## src/hw/rtl/tile_map_ray_caster_top_assert.svh

```systemverilog
// Assertion macros for the ray caster
`ifndef TILE_MAP_RAY_CASTER_TOP_ASSERT_SVH
`define TILE_MAP_RAY_CASTER_TOP_ASSERT_SVH
`ifndef SYNTHESIS
`define TMRC_ASSERT_IMP(label, clk, rst_n, a, c) \
  label: assert property (@(posedge clk) disable iff (!rst_n) (a) |-> (c)) \
    else $error("assertion failed");
`define TMRC_ASSERT_NXT(label, clk, rst_n, a, c) \
  label: assert property (@(posedge clk) disable iff (!rst_n) (a) |=> (c)) \
    else $error("assertion failed");
`else
`define TMRC_ASSERT_IMP(label, clk, rst_n, a, c)
`define TMRC_ASSERT_NXT(label, clk, rst_n, a, c)
`endif
`endif

```

## src/hw/rtl/tmrc_pkg.sv

```systemverilog
`default_nettype none
package tmrc_pkg;
  typedef struct packed {
    logic        kind;
    logic [3:0]  map_row;
    logic [15:0] row_walls;
    logic [15:0] camera_x;
    logic [15:0] camera_y;
    logic [11:0] camera_angle;
    logic [6:0]  column;
  } in_beat_t;

  typedef struct packed {
    logic signed [10:0] ceiling_row;
    logic [9:0]         floor_row;
    logic [2:0]         shade;
    logic [7:0]         hit_steps;
    logic               left_map;
  } out_beat_t;

  typedef enum logic [3:0] {
    ST_IDLE, ST_DIV, ST_ANG, ST_SIN, ST_COS, ST_MARCH, ST_CDIV, ST_DONE
  } state_t;

  localparam logic [1:0] CFG_WIDTH  = 2'd0;
  localparam logic [1:0] CFG_HEIGHT = 2'd1;
  localparam logic [1:0] CFG_FOV    = 2'd2;
  localparam logic [1:0] CFG_DEPTH  = 2'd3;
  localparam logic       KIND_MAP   = 1'b0;

  function automatic logic [14:0] sine_tab(input logic [6:0] i);
    logic [14:0] v;
    case (i)
      7'd0: v=15'd0; 7'd1: v=15'd402; 7'd2: v=15'd804; 7'd3: v=15'd1205;
      7'd4: v=15'd1606; 7'd5: v=15'd2006; 7'd6: v=15'd2404; 7'd7: v=15'd2801;
      7'd8: v=15'd3196; 7'd9: v=15'd3590; 7'd10: v=15'd3981; 7'd11: v=15'd4370;
      7'd12: v=15'd4756; 7'd13: v=15'd5139; 7'd14: v=15'd5520; 7'd15: v=15'd5897;
      7'd16: v=15'd6270; 7'd17: v=15'd6639; 7'd18: v=15'd7005; 7'd19: v=15'd7366;
      7'd20: v=15'd7723; 7'd21: v=15'd8076; 7'd22: v=15'd8423; 7'd23: v=15'd8765;
      7'd24: v=15'd9102; 7'd25: v=15'd9434; 7'd26: v=15'd9760; 7'd27: v=15'd10080;
      7'd28: v=15'd10394; 7'd29: v=15'd10702; 7'd30: v=15'd11003; 7'd31: v=15'd11297;
      7'd32: v=15'd11585; 7'd33: v=15'd11866; 7'd34: v=15'd12140; 7'd35: v=15'd12406;
      7'd36: v=15'd12665; 7'd37: v=15'd12916; 7'd38: v=15'd13160; 7'd39: v=15'd13395;
      7'd40: v=15'd13623; 7'd41: v=15'd13842; 7'd42: v=15'd14053; 7'd43: v=15'd14255;
      7'd44: v=15'd14449; 7'd45: v=15'd14635; 7'd46: v=15'd14811; 7'd47: v=15'd14978;
      7'd48: v=15'd15137; 7'd49: v=15'd15286; 7'd50: v=15'd15426; 7'd51: v=15'd15557;
      7'd52: v=15'd15679; 7'd53: v=15'd15791; 7'd54: v=15'd15893; 7'd55: v=15'd15986;
      7'd56: v=15'd16069; 7'd57: v=15'd16143; 7'd58: v=15'd16207; 7'd59: v=15'd16261;
      7'd60: v=15'd16305; 7'd61: v=15'd16340; 7'd62: v=15'd16364; 7'd63: v=15'd16379;
      default: v=15'd16384;
    endcase
    return v;
  endfunction
endpackage
`default_nettype wire

```

## src/hw/rtl/tile_map_ray_caster_top.sv

```systemverilog
// Map writes are taken with no result. A cast runs, after its beat is taken, through a divide for the
// ray angle on the shared restoring divider, the set-up states ST_ANG, ST_SIN and ST_COS, the
// march with one step per cycle for 1 to depth_steps steps (at most 255), a second divide on
// the same divider, and ST_DONE, after which the result is valid. in_stall is high from a cast's
// acceptance until its result is taken. Map writes can follow back to back while no cast is in flight.
// Reset (rst_n, synchronous): registers take 120/40/512/160, all map cells open, no result pending.
`default_nettype none
`include "tile_map_ray_caster_top_assert.svh"
module tile_map_ray_caster_top #(
  parameter int MAP_SIZE    = 16,
  parameter int ANGLE_BITS  = 12,
  parameter int MAX_COLUMNS = 128
) (
  input  wire logic               clk,
  input  wire logic               rst_n,
  input  wire logic               in_valid,
  output logic                    in_stall,
  input  wire tmrc_pkg::in_beat_t in_data,
  output logic                    out_valid,
  input  wire logic               out_stall,
  output tmrc_pkg::out_beat_t     out_data,
  input  wire logic               cfg_we,
  input  wire logic [1:0]         cfg_index,
  input  wire logic [11:0]        cfg_wdata
);
  import tmrc_pkg::*;

  localparam int AB  = ANGLE_BITS;
  localparam int FB  = AB - 8;
  localparam int MSW = (MAP_SIZE > 16) ? 16 : MAP_SIZE;
  localparam int RB  = $clog2(MAP_SIZE);
  localparam int CB  = $clog2(MAX_COLUMNS + 1);
  localparam int NUMB = 34;
  localparam int QB  = 34;
  localparam int DB  = 24;

  logic [7:0]  width_r, depth_r, width_nxt, depth_nxt;
  logic [6:0]  height_r, height_nxt;
  logic [11:0] fov_r, fov_nxt;
  logic [MSW-1:0] map_r [MAP_SIZE];

  state_t state_r, state_nxt;
  in_beat_t item_r;
  out_beat_t res_r;
  logic      out_valid_r;

  logic [NUMB-1:0] rem_r;
  logic [QB-1:0]   quo_r;
  logic [DB-1:0]   den_r;
  logic [5:0]      cnt_r;
  logic            neg_r;
  logic [AB-1:0]   ray_r;
  logic signed [15:0] dx_r, dy_r;
  logic signed [23:0] px_r, py_r;
  logic [7:0]      k_r, dep_r;
  logic            left_r;
  logic signed [15:0] sv;

  wire in_acc  = in_valid && !in_stall;
  wire out_acc = out_valid_r && !out_stall;
  assign in_stall  = (state_r != ST_IDLE) || out_valid_r;
  assign out_valid = out_valid_r;
  assign out_data  = res_r;

  logic [CB-1:0] wcl;
  always_comb begin
    if (width_r == 8'd0) wcl = CB'(1);
    else if (int'(width_r) > MAX_COLUMNS) wcl = CB'(MAX_COLUMNS);
    else wcl = CB'(width_r);
  end

  // sine unit, one evaluation per cycle
  always_comb begin
    logic [AB-1:0] a;
    logic [1:0]    quad;
    logic [AB-2:0] pos;
    logic [6:0]    idx;
    logic [FB:0]   frac;
    logic [14:0]   lo, hi, v;
    logic [30:0]   prod;
    a = (state_r == ST_COS) ? AB'(ray_r + AB'(1 << (AB - 2))) : ray_r;
    quad = a[AB-1:AB-2];
    pos = {1'b0, a[AB-3:0]};
    if (quad[0]) pos = (AB-1)'(1 << (AB - 2)) - pos;
    idx = 7'(pos >> FB);
    frac = (FB+1)'(pos & (AB-1)'((1 << FB) - 1));
    lo = sine_tab(idx);
    hi = sine_tab(7'(idx + 7'd1));
    prod = 31'(hi - lo) * 31'(frac);
    if (idx >= 7'd64) v = sine_tab(7'd64);
    else v = 15'(lo + 15'(prod >> FB));
    sv = quad[1] ? -$signed({1'b0, v}) : $signed({1'b0, v});
  end

  // march sample test; cell is sample / (5 * 2^15), the fifth by reciprocal multiply
  logic          s_left, s_hit;
  logic signed [23:0] npx, npy;
  always_comb begin
    logic [8:0]  qx, qy;
    logic [16:0] mx, my;
    logic [6:0]  tx, ty;
    npx = px_r + 24'(dx_r);
    npy = py_r + 24'(dy_r);
    s_left = 1'b0;
    s_hit = 1'b0;
    qx = npx[23:15];
    qy = npy[23:15];
    mx = 17'(qx) * 17'd205;
    my = 17'(qy) * 17'd205;
    tx = mx[16:10];
    ty = my[16:10];
    if (npx < 0 || npy < 0) s_left = 1'b1;
    else if (int'(qx) >= 5 * MAP_SIZE || int'(qy) >= 5 * MAP_SIZE) s_left = 1'b1;
    else if (tx < 7'(MSW)) s_hit = map_r[RB'(ty)][tx[$clog2(MSW)-1:0]];
  end

  wire [NUMB-1:0] trial = {rem_r[NUMB-2:0], quo_r[QB-1]};
  wire            fits  = trial >= NUMB'(den_r);

  always_comb begin
    state_nxt = state_r;
    case (state_r)
      ST_IDLE:  if (in_acc && in_data.kind != KIND_MAP) state_nxt = ST_DIV;
      ST_DIV:   if (cnt_r == 6'd0) state_nxt = ST_ANG;
      ST_ANG:   state_nxt = ST_SIN;
      ST_SIN:   state_nxt = ST_COS;
      ST_COS:   state_nxt = ST_MARCH;
      ST_MARCH: if (s_left || s_hit || k_r + 8'd1 >= dep_r) state_nxt = ST_CDIV;
      ST_CDIV:  if (cnt_r == 6'd0) state_nxt = ST_DONE;
      ST_DONE:  state_nxt = ST_IDLE;
      default:  state_nxt = ST_IDLE;
    endcase
  end

  always_comb begin
    width_nxt = width_r; height_nxt = height_r; fov_nxt = fov_r; depth_nxt = depth_r;
    if (cfg_we) begin
      case (cfg_index)
        CFG_WIDTH:  width_nxt  = cfg_wdata[7:0];
        CFG_HEIGHT: height_nxt = cfg_wdata[6:0];
        CFG_FOV:    fov_nxt    = cfg_wdata;
        CFG_DEPTH:  depth_nxt  = cfg_wdata[7:0];
        default: ;
      endcase
    end
  end

  always_ff @(posedge clk) begin
    if (!rst_n) begin
      width_r <= 8'd120; height_r <= 7'd40; fov_r <= 12'd512; depth_r <= 8'd160;
      state_r <= ST_IDLE; out_valid_r <= 1'b0;
      for (int i = 0; i < MAP_SIZE; i++) map_r[i] <= '0;
    end else begin
      width_r <= width_nxt; height_r <= height_nxt; fov_r <= fov_nxt; depth_r <= depth_nxt;
      state_r <= state_nxt;
      if (out_acc) out_valid_r <= 1'b0;
      if (state_r == ST_DONE) out_valid_r <= 1'b1;
      if (in_acc && in_data.kind == KIND_MAP && int'(in_data.map_row) < MAP_SIZE)
        map_r[RB'(in_data.map_row)] <= MSW'(in_data.row_walls);
    end
  end

  always_ff @(posedge clk) begin
    case (state_r)
      ST_IDLE: if (in_acc) begin
        logic signed [NUMB:0] n;
        item_r <= in_data;
        n = $signed((NUMB+1)'(2 * in_data.column * fov_r))
          - $signed((NUMB+1)'(fov_r * wcl));
        neg_r <= n[NUMB];
        // floor division via |n| + (neg ? den-1 : 0)
        quo_r <= n[NUMB] ? QB'(-n + (NUMB+1)'(2 * wcl - 1)) : QB'(n);
        rem_r <= '0;
        den_r <= DB'(2 * wcl);
        cnt_r <= 6'(QB - 1);
        dep_r <= (depth_r == 8'd0) ? 8'd1 : depth_r;
      end
      ST_DIV, ST_CDIV: begin
        rem_r <= fits ? trial - NUMB'(den_r) : trial;
        quo_r <= {quo_r[QB-2:0], fits};
        cnt_r <= cnt_r - 6'd1;
      end
      ST_ANG: ray_r <= neg_r ? AB'(item_r.camera_angle - AB'(quo_r))
                             : AB'(item_r.camera_angle + AB'(quo_r));
      ST_SIN: dx_r <= sv;
      ST_COS: begin
        dy_r <= sv;
        px_r <= $signed({2'b0, 22'(item_r.camera_x * 40)});
        py_r <= $signed({2'b0, 22'(item_r.camera_y * 40)});
        k_r <= '0; left_r <= 1'b0;
      end
      ST_MARCH: begin
        logic [7:0] kk;
        logic signed [16:0] num;
        kk = (s_left) ? dep_r : k_r + 8'd1;
        px_r <= npx; py_r <= npy;
        k_r <= kk; left_r <= s_left;
        num = $signed(17'(height_r * (kk - 8'd20)));
        if (kk < 8'd20) num = -$signed(17'(height_r * (8'd20 - kk)));
        neg_r <= num[16];
        quo_r <= num[16] ? QB'(-num) : QB'(num);
        rem_r <= '0;
        den_r <= DB'(2 * kk);
        cnt_r <= 6'(QB - 1);
      end
      ST_DONE: begin
        logic signed [10:0] c;
        c = neg_r ? -$signed(11'(quo_r)) : $signed(11'(quo_r));
        res_r.ceiling_row <= c;
        res_r.floor_row <= 10'($signed({4'b0, height_r}) - c);
        res_r.hit_steps <= k_r;
        res_r.left_map <= left_r;
        if (10'(k_r) * 4 <= 10'(dep_r)) res_r.shade <= 3'd4;
        else if (10'(k_r) * 3 < 10'(dep_r)) res_r.shade <= 3'd3;
        else if (10'(k_r) * 2 < 10'(dep_r)) res_r.shade <= 3'd2;
        else if (k_r < dep_r) res_r.shade <= 3'd1;
        else res_r.shade <= 3'd0;
      end
      default: ;
    endcase
  end

  `TMRC_ASSERT_IMP(a_stall_busy, clk, rst_n, state_r != ST_IDLE, in_stall)
  `TMRC_ASSERT_NXT(a_out_hold, clk, rst_n, out_valid_r && out_stall, out_valid_r && $stable(res_r))
  `TMRC_ASSERT_IMP(a_k_bound, clk, rst_n, state_r == ST_DONE, k_r <= dep_r)
endmodule
`default_nettype wire
```

## config.mk

```make
export PLATFORM = sky130hd
export DESIGN_NAME = tile_map_ray_caster_top
export DESIGN_NICKNAME = d
export VERILOG_FILES = /design/src/hw/rtl/tmrc_pkg.sv /design/src/hw/rtl/tile_map_ray_caster_top.sv
export VERILOG_INCLUDE_DIRS = /design/src /design/src/hw/rtl
export SDC_FILE = /design/constraint.sdc
export NUM_CORES = 2
export LEC_CHECK = 0
export CAP_MARGIN = 40
export CORE_ASPECT_RATIO = 0.6
export CORE_UTILIZATION = 50
export DETAILED_ROUTE_END_ITERATION = 12
export DONT_BUFFER_PORTS = 1
export GPL_ROUTABILITY_DRIVEN = 1
export GPL_TIMING_DRIVEN = 0
export PLACE_DENSITY_LB_ADDON = 0.08
export SLEW_MARGIN = 40
export SYNTH_ARGS = -nofsm -noshare
export SYNTH_HDL_FRONTEND = slang
export SYNTH_SLANG_ARGS = --single-unit
```

## constraint.sdc

```tcl
create_clock -name clk -period 34.3 [get_ports clk]
set_input_delay 0 -clock clk [delete_from_list [all_inputs] [get_ports clk]]
set_output_delay 0 -clock clk [all_outputs]
set_load 0.005 [all_outputs]
```

==> results by group <==
Worst setup path
  • Worst endpoint required time: about 35 ns
  • Start point of the critical path: ray_r[0]
  • Critical path class: reg2reg
  • Largest stage delay, worst path: about 0.73 ns
  • RR Startpoint: ray_r[0]
  • Crit path max-delay cell type: nor3_1
  • CP delay by family, top: buffers and inverters
  • WP buf/inv: 11
  • Reg2Reg Depth: 55
  • Worst path arrival time: 15.83 ns
  • Worst R2R Setup Slack: 18.91 ns
  • Crit start category: flip-flop
  • R2r endpoint: dx_r[14]
  • Crit-path max FO: 13
  • Endpoint class of the critical path: flip-flop

Clocking
  • TritonCTS clock tree: built
  • Post-CTS Setup Bufs: 0
  • CTS Buf Count: 59
  • Sink Count: ~560
  • Root buf cell: clkbuf_16
  • Clock Pin Slew Worst Setup and Hold Paths: 0.07 ns
  • Clock Tree Buf Depth: 3
  • Worst skew pair latency: 0.75 ns
  • H-tree depth: 2

STA
  • Skew final: 0.08248 ns
  • Final setup vio count: 0
  • Fmax: 64.98 MHz
  • Final Max Tran Viols: 0
  • Max_slew headroom: 32.07%
  • Setup TNS: 0 ns
  • Least-Margin Pin Slew: 1.019 ns
  • RSZ-0062 raised after global routing: no
  • Tcrit/Tclk final: 44.87%
  • Fin crit period: 15.39 ns
  • Hold Vio Cnt, Final: 0

Placed design
  • HPWL Detailed: 152000 um
  • I/O Buffers: 0
  • Placer Congestion: between 1 and 1.5
  • DP Area: 57170 um^2

Synth
  • Syn_area_per_cell: 9.188 um^2
  • Area share of the largest cell type after synthesis: around 29%
  • Ys Warns: 0
  • Sequential area share after synthesis: ~30%
  • Top post-synthesis cells by area: edfxtp_1, ha_1, fa_1
  • Top cell type by total area after synthesis: edfxtp_1
  • Syn Nets: 6901
  • Ys async rst share: 0%
  • Mapped Cells: 5978
  • Post-synth EDFFs: 524
  • Post-synth cell types: 102
  • Post-Syn Area: about 55000 um^2
  • Ys flop type: edfxtp_1
  • Yosys reg bits: 563

Flow run
  • MaxCap Viol Count: 0

GRT
  • Met3 global-route usage: approximately 11%
  • Grt ovf: 0
  • GRT Overall Usage: 34.53%
  • Initial antenna violation count: 9
  • GR met1 Demand/Resource: 56.41%
  • Top Usage Layer GRT: met1
  • Met2 GRT Util: 42.97%
  • Largest net degree at the start of global routing: 41
  • First-pass GRT wire length: 289900 um
  • Vias in the first global route: 44010

Layout
  • Fraction of layout cells with a size suffix above 1: 4.273%
  • Multi-input logic area: 35070 um^2
  • Post-route cell area: between 60000 and 70000 um^2
  • Combined flip-flop and latch cell area: 16520 um^2
  • Filler instances: 9762
  • NumNets Final: 7121
  • Commonest non-fill, non-tap cell in the layout: inv_1
  • Final core occ: 56.17%
  • Area grow syn2layout: 10.55%
  • Commonest cells after routing, fill and taps aside: inv_1, ha_1, edfxtp_1

Worst hold path
  • Tightest Hold Check Type: in2reg
  • Hold Crit Depth: 1
  • Hold Path End: item_r[18]
  • Hold Crit Start: in_data[18]

Run status
  • Status: completed

Floorplanning
  • Chip width: 429.9 um
  • Starting Density: 50.81%
  • # IOs: 126
  • Core Rows: 93
  • Die Height: about 260 um
  • Full die area: 111200 um^2
  • Core footprint: 108100 um^2

Route
  • First drt pass iteration count: 9
  • Total wire length: 195900 um
  • Routed vias: 47960
  • Number of remaining DRC errors: 0
  • Iteration-0 DRC Markers: 6790
  • Antenna viol nets, final: 0
  • DR vias/cell: 6.247
  • Routed WL per cell: 25.52 um
==> state kept, by name, summed over array words and instances, names as in the netlist, 16 cells and up <==
signal	cells
map_r	256
item_r	44
quo_r	34
out_data	33
rem_r	33
px_r	24
py_r	24
dx_r	16
dy_r	16
==> cells in the mapped netlist (all sizes together), types with 94 or more instances <==
| library cell | instances |
|---|---|
| a211oi | 94 |
| a21oi | 439 |
| a221oi | 232 |
| a22oi | 103 |
| and2 | 418 |
| clkbuf | 252 |
| edfxtp | 524 |
| fa | 287 |
| ha | 545 |
| inv | 622 |
| nand2 | 500 |
| nor2 | 418 |
| nor3 | 107 |
| o21ai | 230 |
| xnor2 | 212 |
| xor2 | 103 |
==> cell type report <==
| class | count | share of cell area (%) |
|---|---|---|
| buffer | 311 | 2.096 |
| multi-input combinational | 4478 | 57.75 |
| clock buffer | 64 | 2.462 |
| antenna | 3 | 0.01236 |
| clock inverter | 48 | 0.9541 |
| timing repair buffer | 159 | 2.714 |
| sequential | 563 | 27.20 |
| inverter | 626 | 3.874 |
| tap | 1425 | 2.936 |
==> worst max path at each step <==
stage,end,slack (ns),depth (start not counted)
2_1_floorplan,quo_r[2],23.08,55
3_3_place_gp,dy_r[14],19.25,55
3_5_place_dp,dy_r[14],19.30,55
4_1_cts,dx_r[14],19.22,55
5_1_grt,dx_r[14],18.11,55
6_report,dx_r[14],18.91,55
==> layer usage <==
| layer | vias up | wire length, um |
|---|---|---|
| li1 | 21550 | - |
| met1 | 23120 | 94240 |
| met2 | 2989 | 70290 |
| met3 | 297 | 28170 |
| met4 | 6 | 3143 |
| met5 | - | 55 |
==> metrics by stage <==
stage / setup slack [ns] / std cells / hold slack, ns
3_3_place_gp: 19.25 / 7403 / 0.09892
3_5_place_dp: 19.30 / 7419 / 0.09892
2_1_floorplan: 23.08 / 5978 / 0.09887
5_1_grt: 18.11 / 7676 / 0.005412
6_report: 18.91 / 7677 / 0.03440
4_1_cts: 19.22 / 7670 / 0.0006994
==> cell families after synthesis <==
kind of cell	after synthesis	share of synthesized area, %
XOR/XNOR	316	5.091
buffers and inverters	937	6.570
multiplexers	86	1.654
AND/OR/NAND/NOR	1770	15.77
other	1	0.006827
adder cells (fa/ha/maj)	832	22.88
flip-flops	563	30.07
AO/OA/AOI/OAI	1473	17.96
==> what timing repair did <==
action | CTS | global route
resized for setup | 0 | 0
hold endpoints to repair | 343 | 2
hold buffers | 139 | 2
Power is left out: the tool's default activity adds up to more than one toggle a clock period on the data nets, which glitch-free logic cannot reach.
